## src/rtl/acs_pkg.sv

```systemverilog
`timescale 1ns / 1ps
`default_nettype none
// ----------------------------------------------------------------------------
// acs_pkg
// Shared types, codes and the microcode ROM of the accumulator CPU step block.
// ----------------------------------------------------------------------------
package acs_pkg;

  localparam logic [15:0] StartPcRst = 16'hF000;

  // Configuration register index, taken from paddr[2].
  localparam logic RegStartPc = 1'b0;

  // Item modes.
  localparam logic [1:0] ModeWr = 2'd0;
  localparam logic [1:0] ModeEx = 2'd1;
  localparam logic [1:0] ModeRd = 2'd2;

  // Opcodes (high nibble of the first instruction byte).
  localparam logic [3:0] OpHlt = 4'h0;
  localparam logic [3:0] OpLda = 4'h2;
  localparam logic [3:0] OpSta = 4'h3;
  localparam logic [3:0] OpLdi = 4'h4;
  localparam logic [3:0] OpJmp = 4'h8;
  localparam logic [3:0] OpAdd = 4'hC;
  localparam logic [3:0] OpMul = 4'hE;

  typedef enum logic [1:0] {
    STATUS_RUN = 2'd0,
    STATUS_HLT = 2'd1,
    STATUS_BAD = 2'd2
  } status_e;

  typedef enum logic [2:0] {
    ASEL_PC    = 3'd0,
    ASEL_PC1   = 3'd1,
    ASEL_PC2   = 3'd2,
    ASEL_OPND  = 3'd3,
    ASEL_OPND1 = 3'd4,
    ASEL_IN    = 3'd5
  } addr_sel_e;

  typedef enum logic [1:0] {
    WSEL_IN     = 2'd0,
    WSEL_ACC_LO = 2'd1,
    WSEL_ACC_HI = 2'd2
  } wd_sel_e;

  typedef enum logic [2:0] {
    ACC_KEEP = 3'd0,
    ACC_OPND = 3'd1,
    ACC_WORD = 3'd2,
    ACC_ADD  = 3'd3,
    ACC_MUL  = 3'd4
  } acc_op_e;

  typedef enum logic [1:0] {
    PC_KEEP = 2'd0,
    PC_INC  = 2'd1,
    PC_OPND = 2'd2
  } pc_op_e;

  typedef enum logic [1:0] {
    NXT_SEQ          = 2'd0,
    NXT_FIN          = 2'd1,
    NXT_DISPATCH     = 2'd2,
    NXT_FIN_IF_HALTED = 2'd3
  } nxt_e;

  typedef struct packed {
    addr_sel_e addr_sel;
    wd_sel_e   wd_sel;
    logic      re;
    logic      we;
    logic      ld_op;
    logic      ld_hi;
    logic      ld_lo;
    logic      ld_wlo;
    logic      rd_out;
    acc_op_e   acc_op;
    pc_op_e    pc_op;
    logic      set_st;
    status_e   st_val;
    nxt_e      nxt;
  } ctrl_t;

  typedef struct packed {
    logic       halted;
    logic [3:0] op;
  } dp_stat_t;

  typedef struct packed {
    logic [7:0]  read_data;
    logic [15:0] pc;
    logic [15:0] acc;
    status_e     status;
  } res_t;

  localparam ctrl_t CtrlNop = '{
    addr_sel: ASEL_PC,
    wd_sel:   WSEL_IN,
    re:       1'b0,
    we:       1'b0,
    ld_op:    1'b0,
    ld_hi:    1'b0,
    ld_lo:    1'b0,
    ld_wlo:   1'b0,
    rd_out:   1'b0,
    acc_op:   ACC_KEEP,
    pc_op:    PC_KEEP,
    set_st:   1'b0,
    st_val:   STATUS_RUN,
    nxt:      NXT_SEQ
  };

  // Microprogram addresses.
  localparam int unsigned UpcW = 5;
  localparam logic [UpcW-1:0] UpcWr   = 5'd0;
  localparam logic [UpcW-1:0] UpcRd0  = 5'd1;
  localparam logic [UpcW-1:0] UpcRd1  = 5'd2;
  localparam logic [UpcW-1:0] UpcNop  = 5'd3;
  localparam logic [UpcW-1:0] UpcF0   = 5'd4;
  localparam logic [UpcW-1:0] UpcF1   = 5'd5;
  localparam logic [UpcW-1:0] UpcF2   = 5'd6;
  localparam logic [UpcW-1:0] UpcF3   = 5'd7;
  localparam logic [UpcW-1:0] UpcHlt  = 5'd8;
  localparam logic [UpcW-1:0] UpcBad  = 5'd9;
  localparam logic [UpcW-1:0] UpcLdi  = 5'd10;
  localparam logic [UpcW-1:0] UpcJmp  = 5'd11;
  localparam logic [UpcW-1:0] UpcLda0 = 5'd12;
  localparam logic [UpcW-1:0] UpcLda1 = 5'd13;
  localparam logic [UpcW-1:0] UpcLda2 = 5'd14;
  localparam logic [UpcW-1:0] UpcAdd0 = 5'd15;
  localparam logic [UpcW-1:0] UpcAdd1 = 5'd16;
  localparam logic [UpcW-1:0] UpcAdd2 = 5'd17;
  localparam logic [UpcW-1:0] UpcMul0 = 5'd18;
  localparam logic [UpcW-1:0] UpcMul1 = 5'd19;
  localparam logic [UpcW-1:0] UpcMul2 = 5'd20;
  localparam logic [UpcW-1:0] UpcSta0 = 5'd21;
  localparam logic [UpcW-1:0] UpcSta1 = 5'd22;

  function automatic logic [UpcW-1:0] mode_entry(logic [1:0] mode);
    logic [UpcW-1:0] e;
    case (mode)
      ModeWr:  e = UpcWr;
      ModeEx:  e = UpcF0;
      ModeRd:  e = UpcRd0;
      default: e = UpcNop;
    endcase
    return e;
  endfunction

  function automatic logic [UpcW-1:0] op_entry(logic [3:0] op);
    logic [UpcW-1:0] e;
    case (op)
      OpHlt:   e = UpcHlt;
      OpLda:   e = UpcLda0;
      OpSta:   e = UpcSta0;
      OpLdi:   e = UpcLdi;
      OpJmp:   e = UpcJmp;
      OpAdd:   e = UpcAdd0;
      OpMul:   e = UpcMul0;
      default: e = UpcBad;
    endcase
    return e;
  endfunction

  function automatic ctrl_t ucode(logic [UpcW-1:0] upc);
    ctrl_t c;
    c = CtrlNop;
    case (upc)
      UpcWr: begin
        c.addr_sel = ASEL_IN;
        c.we       = 1'b1;
        c.wd_sel   = WSEL_IN;
        c.nxt      = NXT_FIN;
      end
      UpcRd0: begin
        c.addr_sel = ASEL_IN;
        c.re       = 1'b1;
      end
      UpcRd1: begin
        c.rd_out = 1'b1;
        c.nxt    = NXT_FIN;
      end
      UpcNop: begin
        c.nxt = NXT_FIN;
      end
      UpcF0: begin
        c.addr_sel = ASEL_PC;
        c.re       = 1'b1;
        c.nxt      = NXT_FIN_IF_HALTED;
      end
      UpcF1: begin
        c.addr_sel = ASEL_PC1;
        c.re       = 1'b1;
        c.ld_op    = 1'b1;
      end
      UpcF2: begin
        c.addr_sel = ASEL_PC2;
        c.re       = 1'b1;
        c.ld_hi    = 1'b1;
      end
      UpcF3: begin
        c.ld_lo = 1'b1;
        c.nxt   = NXT_DISPATCH;
      end
      UpcHlt: begin
        c.set_st = 1'b1;
        c.st_val = STATUS_HLT;
        c.nxt    = NXT_FIN;
      end
      UpcBad: begin
        c.set_st = 1'b1;
        c.st_val = STATUS_BAD;
        c.nxt    = NXT_FIN;
      end
      UpcLdi: begin
        c.acc_op = ACC_OPND;
        c.pc_op  = PC_INC;
        c.nxt    = NXT_FIN;
      end
      UpcJmp: begin
        c.pc_op = PC_OPND;
        c.nxt   = NXT_FIN;
      end
      UpcLda0, UpcAdd0, UpcMul0: begin
        c.addr_sel = ASEL_OPND;
        c.re       = 1'b1;
      end
      UpcLda1, UpcAdd1, UpcMul1: begin
        c.addr_sel = ASEL_OPND1;
        c.re       = 1'b1;
        c.ld_wlo   = 1'b1;
      end
      UpcLda2: begin
        c.acc_op = ACC_WORD;
        c.pc_op  = PC_INC;
        c.nxt    = NXT_FIN;
      end
      UpcAdd2: begin
        c.acc_op = ACC_ADD;
        c.pc_op  = PC_INC;
        c.nxt    = NXT_FIN;
      end
      UpcMul2: begin
        c.acc_op = ACC_MUL;
        c.pc_op  = PC_INC;
        c.nxt    = NXT_FIN;
      end
      UpcSta0: begin
        c.addr_sel = ASEL_OPND;
        c.we       = 1'b1;
        c.wd_sel   = WSEL_ACC_LO;
      end
      UpcSta1: begin
        c.addr_sel = ASEL_OPND1;
        c.we       = 1'b1;
        c.wd_sel   = WSEL_ACC_HI;
        c.pc_op    = PC_INC;
        c.nxt      = NXT_FIN;
      end
      default: begin
        c.nxt = NXT_FIN;
      end
    endcase
    return c;
  endfunction

endpackage
`default_nettype wire

```

## src/rtl/acs_seq.sv

```systemverilog
`timescale 1ns / 1ps
`default_nettype none
// ----------------------------------------------------------------------------
// acs_seq
// Microcode sequencer: step counter, control ROM and jump logic.
// ----------------------------------------------------------------------------
module acs_seq (
  input  wire logic             clk_i,
  input  wire logic             rst_ni,
  input  wire logic             start_i,
  input  wire logic [1:0]       mode_i,
  input  wire acs_pkg::dp_stat_t stat_i,
  input  wire logic             out_full_i,
  output acs_pkg::ctrl_t        ctrl_o,
  output logic                  busy_o,
  output logic                  fin_o
);

  logic                      busy_q, busy_d;
  logic [acs_pkg::UpcW-1:0]  upc_q, upc_d;
  acs_pkg::ctrl_t            rom;
  logic                      fin_raw;
  logic                      hold;

  assign rom     = acs_pkg::ucode(upc_q);
  assign fin_raw = busy_q && ((rom.nxt == acs_pkg::NXT_FIN) ||
                   ((rom.nxt == acs_pkg::NXT_FIN_IF_HALTED) && stat_i.halted));
  assign hold    = fin_raw && out_full_i;

  always_comb begin
    busy_d = busy_q;
    upc_d  = upc_q;
    if (!busy_q) begin
      if (start_i) begin
        busy_d = 1'b1;
        upc_d  = acs_pkg::mode_entry(mode_i);
      end
    end else if (!hold) begin
      if (fin_raw) begin
        busy_d = 1'b0;
      end else begin
        case (rom.nxt)
          acs_pkg::NXT_DISPATCH: upc_d = acs_pkg::op_entry(stat_i.op);
          default:               upc_d = upc_q + acs_pkg::UpcW'(1);
        endcase
      end
    end
  end

  always_comb begin
    ctrl_o = (busy_q && !hold) ? rom : acs_pkg::CtrlNop;
    fin_o  = fin_raw && !out_full_i;
    busy_o = busy_q;
  end

  always_ff @(posedge clk_i or negedge rst_ni) begin
    if (!rst_ni) begin
      busy_q <= 1'b0;
      upc_q  <= '0;
    end else begin
      busy_q <= busy_d;
      upc_q  <= upc_d;
    end
  end

endmodule
`default_nettype wire

```

## config.mk

```make
export PLATFORM = sky130hd
export DESIGN_NAME = acs_seq
export DESIGN_NICKNAME = d
export VERILOG_FILES = /design/src/rtl/acs_pkg.sv /design/src/rtl/acs_seq.sv
export SDC_FILE = /design/constraint.sdc
export NUM_CORES = 1
export LEC_CHECK = 0
export ABC_AREA = 1
export BUFFER_PORTS_ARGS = -buffer_cell sky130_fd_sc_hd__buf_4
export CAP_MARGIN = 20
export CORE_ASPECT_RATIO = 0.8
export CORE_MARGIN = 5
export CORE_UTILIZATION = 32
export DETAILED_ROUTE_END_ITERATION = 10
export MAX_ROUTING_LAYER = met4
export SLEW_MARGIN = 20
export SYNTH_ARGS = -nofsm -noshare
export SYNTH_HDL_FRONTEND = slang
export SYNTH_SLANG_ARGS = --single-unit
```

## constraint.sdc

```tcl
create_clock -name clk_i -period 2.3 [get_ports clk_i]
set_input_delay 0.23 -clock clk_i [delete_from_list [all_inputs] [get_ports clk_i]]
set_output_delay 0.23 -clock clk_i [all_outputs]
set_load 0.03 [all_outputs]
```

# Word level (Yosys, flattened, before mapping)
# Cells that the tools add are included.
[word_totals]
reg_bits = 6
latch_bits = 0
ram_bits = 0
mem_bits_ro = 0
in_bits = 11
out_inout_bits = 24
word_cells = 83
mem_count = 0
[op_classes]
n_addsub = 1
multipliers = 0
n_div = 0
n_lt_le_gt_ge = 0
n_eq_ne = 34
shift = 0
n_mux = 25
n_bitwise = 0
n_reduce_logical = 21
[ops]
columns = ["op", "count"]
rows = [
  ["$eq A5 B4 Y1 const B", 8],
  ["$eq A5 B5 Y1 const B", 7],
  ["$pmux W5 S7", 1],
  ["$mux W5", 5],
  ["$mux W22", 1],
  ["$eq A5 B3 Y1 const B", 4],
  ["$reduce_or A10 Y1", 2],
  ["$pmux W3 S5", 1],
  ["$eq A4 B4 Y1 const B", 3],
  ["$pmux W3 S4", 1],
  ["$mux W1", 11],
  ["$pmux W3 S3", 1],
  ["$eq A4 B2 Y1 const B", 2],
  ["$pmux W2 S2", 2],
  ["$reduce_or A4 Y1", 2],
  ["$eq A2 B2 Y1 const B", 3],
  ["$pmux W2 S3", 1],
  ["$pmux W3 S2", 1],
  ["$reduce_or A3 Y1", 2],
  ["$add A5 B1 Y5 const B", 1],
  ["$eq A5 B1 Y1 const B", 1],
  ["$eq A5 B2 Y1 const B", 1],
  ["$logic_and A1 B1 Y1", 5],
  ["$logic_not A5 Y1", 1],
  ["11 further kinds", 14],
]

# Longest topological paths before layout
[depth]
depth_word = 11
mapped_depth = 13
depth_no_buf = 13

# Least setup slack after synthesis
# OpenSTA, ideal clock, no wires.
[synth_path]
kind = "reg2out"
start = "register upc_q[0] in the netlist's numbering"
end = "output port ctrl_o[0] in the netlist's numbering"
arrival_ns = 2.099
required_time_ns = 2.070
path_slack_ns = -0.029
stages_incl_launch_ff = 11
path_buffers = 0
cell_sequence = "dfrtp_1 > ha_1 > inv_1 > nor2_1 > ha_1 > inv_1 > nand3_1 > nor2_1 > nand2_1 > nand2_2 > a21boi_0"
[synth_lines]
columns = ["item", "line_no", "text"]
rows = [
  ["start: declaration", "acs_seq.sv:20", "logic [acs_pkg::UpcW-1:0] upc_q, upc_d;"],
  ["start signal: assignment", "acs_seq.sv:62", "upc_q <= upc_d;"],
  ["end: declaration", "acs_seq.sv:14", "output acs_pkg::ctrl_t ctrl_o,"],
]

==> impl_metrics.json <==
{
  "yosysTopAreaCellShare_pct": 15.6,
  "grt_use_met2_pct": 21.4,
  "ant_nets": 0,
  "whs_ns": 0.359,
  "outcome": "finished with violations",
  "combinationalPowerShare_pct": 84.9,
  "total_leakage_power_uw": 0.000913,
  "crit_chain": "ha_4 > inv_4 > nor2_4 > ha_2 > inv_2 > nand3_2 > nor2_4 > nand3_2 > nand3_4 > clkbuf_16 > a21oi_4 > buf_6",
  "setup_viol": 22,
  "finalCritPeriodShare_pct": 102,
  "required_ns": 2.07,
  "worst_pin_slew_ns": 0.534,
  "antenna_found_initial": 0,
  "die_w_um": 75.7,
  "slowest_delay_ns": 0.47,
  "grt_util_met1_pct": 19.1,
  "overflow": 0,
  "power-per-cell-area_nw_per_um2": 1490,
  "drv_slew": 0,
  "min_period_ns": 2.35,
  "startpoint": "upc_q[0]",
  "clk-insertion-delay-late_ns": 0.22,
  "rsz0062_at_grt": "true",
  "routabilityCongestion": 0.911,
  "path_class": "flip-flop to output port",
  "total_power_uw": 2980,
  "finalHoldViolCount": 0,
  "final_core_util_pct": 59.2,
  "fin_ws_ns": -0.0501,
  "routed_wl_um": 3880,
  "grt_busiest_layer": "met2",
  "syn_nets": 194,
  "cp_num_buf_inv": 4,
  "gr-usage-all-layers_pct": 14.0,
  "finalNetCount": 248,
  "dr_total_vias": 1408,
  "yosysWarnings": 0,
  "dp_hpwl_um": 2470,
  "cap_violations": 0,
  "ys_ff_latch": 6,
  "end_kind": "output port",
  "failed_checks": "negative setup slack",
  "critPathMaxFanout": 5,
  "drt_iter0_markers": 130,
  "avgSynthCellArea_um2": 6.21,
  "final_common_cell": "nand2_1",
  "numPortBuffers": 34,
  "synth_area_um2": 1110,
  "final_cell_mix": "nand2_1, buf_4, buf_6, nand3_1, inv_1",
  "start_kind": "flip-flop",
  "dieArea_um2": 4740,
  "worstHoldPathType": "primary input to asynchronous set/reset pin",
  "worstReg2RegStart": "upc_q[0]",
  "synthTopCellsByArea": "nand2_1, dfrtp_1, a21oi_2",
  "tritoncts": "built",
  "die_h_um": 62.6,
  "p_int_uw": 1340,
  "dp_cells": 254,
  "slowest_stage": "dfrtp_2",
  "cts_buffers": 3,
  "swShare_pct": 55.0,
  "root_buffer": "clkbuf_8",
  "synth_cell_types": 28,
  "syn_inst": 178,
  "coreArea_um2": 3380,
  "max_slew_margin_pct": 64.4,
  "dr.pass1.iters": 4,
  "synth.largest_area_cell": "nand2_1",
  "drive_above_1_share_pct": 54.8,
  "syn2layout_area_growth_pct": 80.8,
  "initial_core_util_pct": 32.8,
  "io_pins": 35,
  "htree_levels": 1,
  "path_clk_slew_ns": 0.04,
  "crit_family": "simple AND/OR/NAND/NOR gates",
  "finClkSkew_ns": 0.00322,
  "p_sw_uw": 1640,
  "grt_pass1_vias": 1181,
  "pwr-share-clk_pct": 5.3,
  "max_freq_mhz": 426,
  "ir_drop_mv": 0.528,
  "cp.arrival_ns": 2.12,
  "layout.cells.non_filler": 272,
  "pre_cts_slack_ns": 0.0566,
  "rows": 19,
  "ys_seq_area_share_pct": 13.6,
  "grt_first_pass_wirelength_um": 5250,
  "cts.path.max_buffers": 2,
  "power_frac_seq_pct": 9.8,
  "regToRegSetupSlack_ns": 0.48,
  "viasPerCell": 5.18,
  "diodes": 0,
  "met3_usage_pct": 2.73,
  "wl_per_cell_um": 14.3,
  "drc": 0,
  "grt_max_degree": 23,
  "clock_sinks": 6
}
[logic make-up after synthesis]
family	synth area share [%]
and+or+nand+nor	43.3
AOI/OAI and AO/OA	24.3
buffers and inverters	12.3
DFF	13.6
adders and majority gates	5.66
xor gates and xnor gates	0.792
[Yosys cell counts (all sizes together)]
| master | count |
|---|---|
| nand3b | 2 |
| a31oi | 1 |
| nor3 | 4 |
| or2 | 1 |
| o21ai | 6 |
| o21a | 1 |
| a21oi | 21 |
| buf | 4 |
| ha | 5 |
| a21boi | 6 |
| nand2 | 50 |
| nor4 | 2 |
| clkinv | 1 |
| nand3 | 28 |
| dfrtp | 6 |
| nor2 | 13 |
| clkbuf | 2 |
| inv | 24 |
| xnor2 | 1 |
[state kept, by name, indices dropped and copies added (netlist names)]
register / flops
upc_q: 5
busy_o: 1
[metal layers]
metal | routed length, um | vias up
li1 | - | 690
met1 | 1680 | 650
met2 | 1870 | 58
met3 | 251 | 10
met4 | 73 | 0
met5 | 0 | -
[repair_timing]
action / 4_1_cts / 5_1_grt
endpoints found under the setup margin: 23 / 23
resized for setup: 33 / 61
hold buffers: 1 / 0
pin swaps: 5 / 11
endpoints found under the hold margin: 6 / 0
cloned: 1 / 1
buffers inserted: 5 / 7
[power groups by stage]
stage               Clock (uW)  Sequential, uW  Combinational (uW)
floorplan                    0             221                1250
global placement             0             258                1620
detailed placement           0             257                1620
CTS                        160             275                1920
global route               170             303                2710
finish                     157             291                2530
[worst register-to-register path, stage by stage (launching register included)]
cell and delay (ns):
dfrtp_2 0.47, ha_4 0.20, inv_4 0.09, nor2_4 0.04, ha_2 0.17, inv_2 0.05
nand3_2 0.10, nor2_4 0.12, nand2_1 0.08, nand2_2 0.08, nand2_2 0.11, nand2_2 0.12
nand2_1 0.06, nand2_1 0.06
[area by class of cell]
class / instances / area (um^2)
repair buffers: 55 / 559
flip-flops and latches: 6 / 156
clock buffers: 3 / 41.3
fillers: 310 / 1380
inverters: 25 / 101
well taps: 42 / 52.6
multi-input cells: 141 / 1090
[worst paths after layout]
kind                              end  cells after the start
min in group clk_i           upc_q[0]                      5
min                          upc_q[0]                      2
max in group asynchronous    upc_q[3]                      2
max                        ctrl_o[17]                     12
max reg2reg                  upc_q[4]                     13
min reg2reg                  upc_q[2]                      2
[stage by stage]
stage,area (um^2),TNS (ns)
global route,2000,-2.56
finish,2000,-0.503
floorplan,1110,0
global placement,1420,0
CTS,1630,0
detailed placement,1420,0
Note: power is estimated with default switching activity, not from simulation.
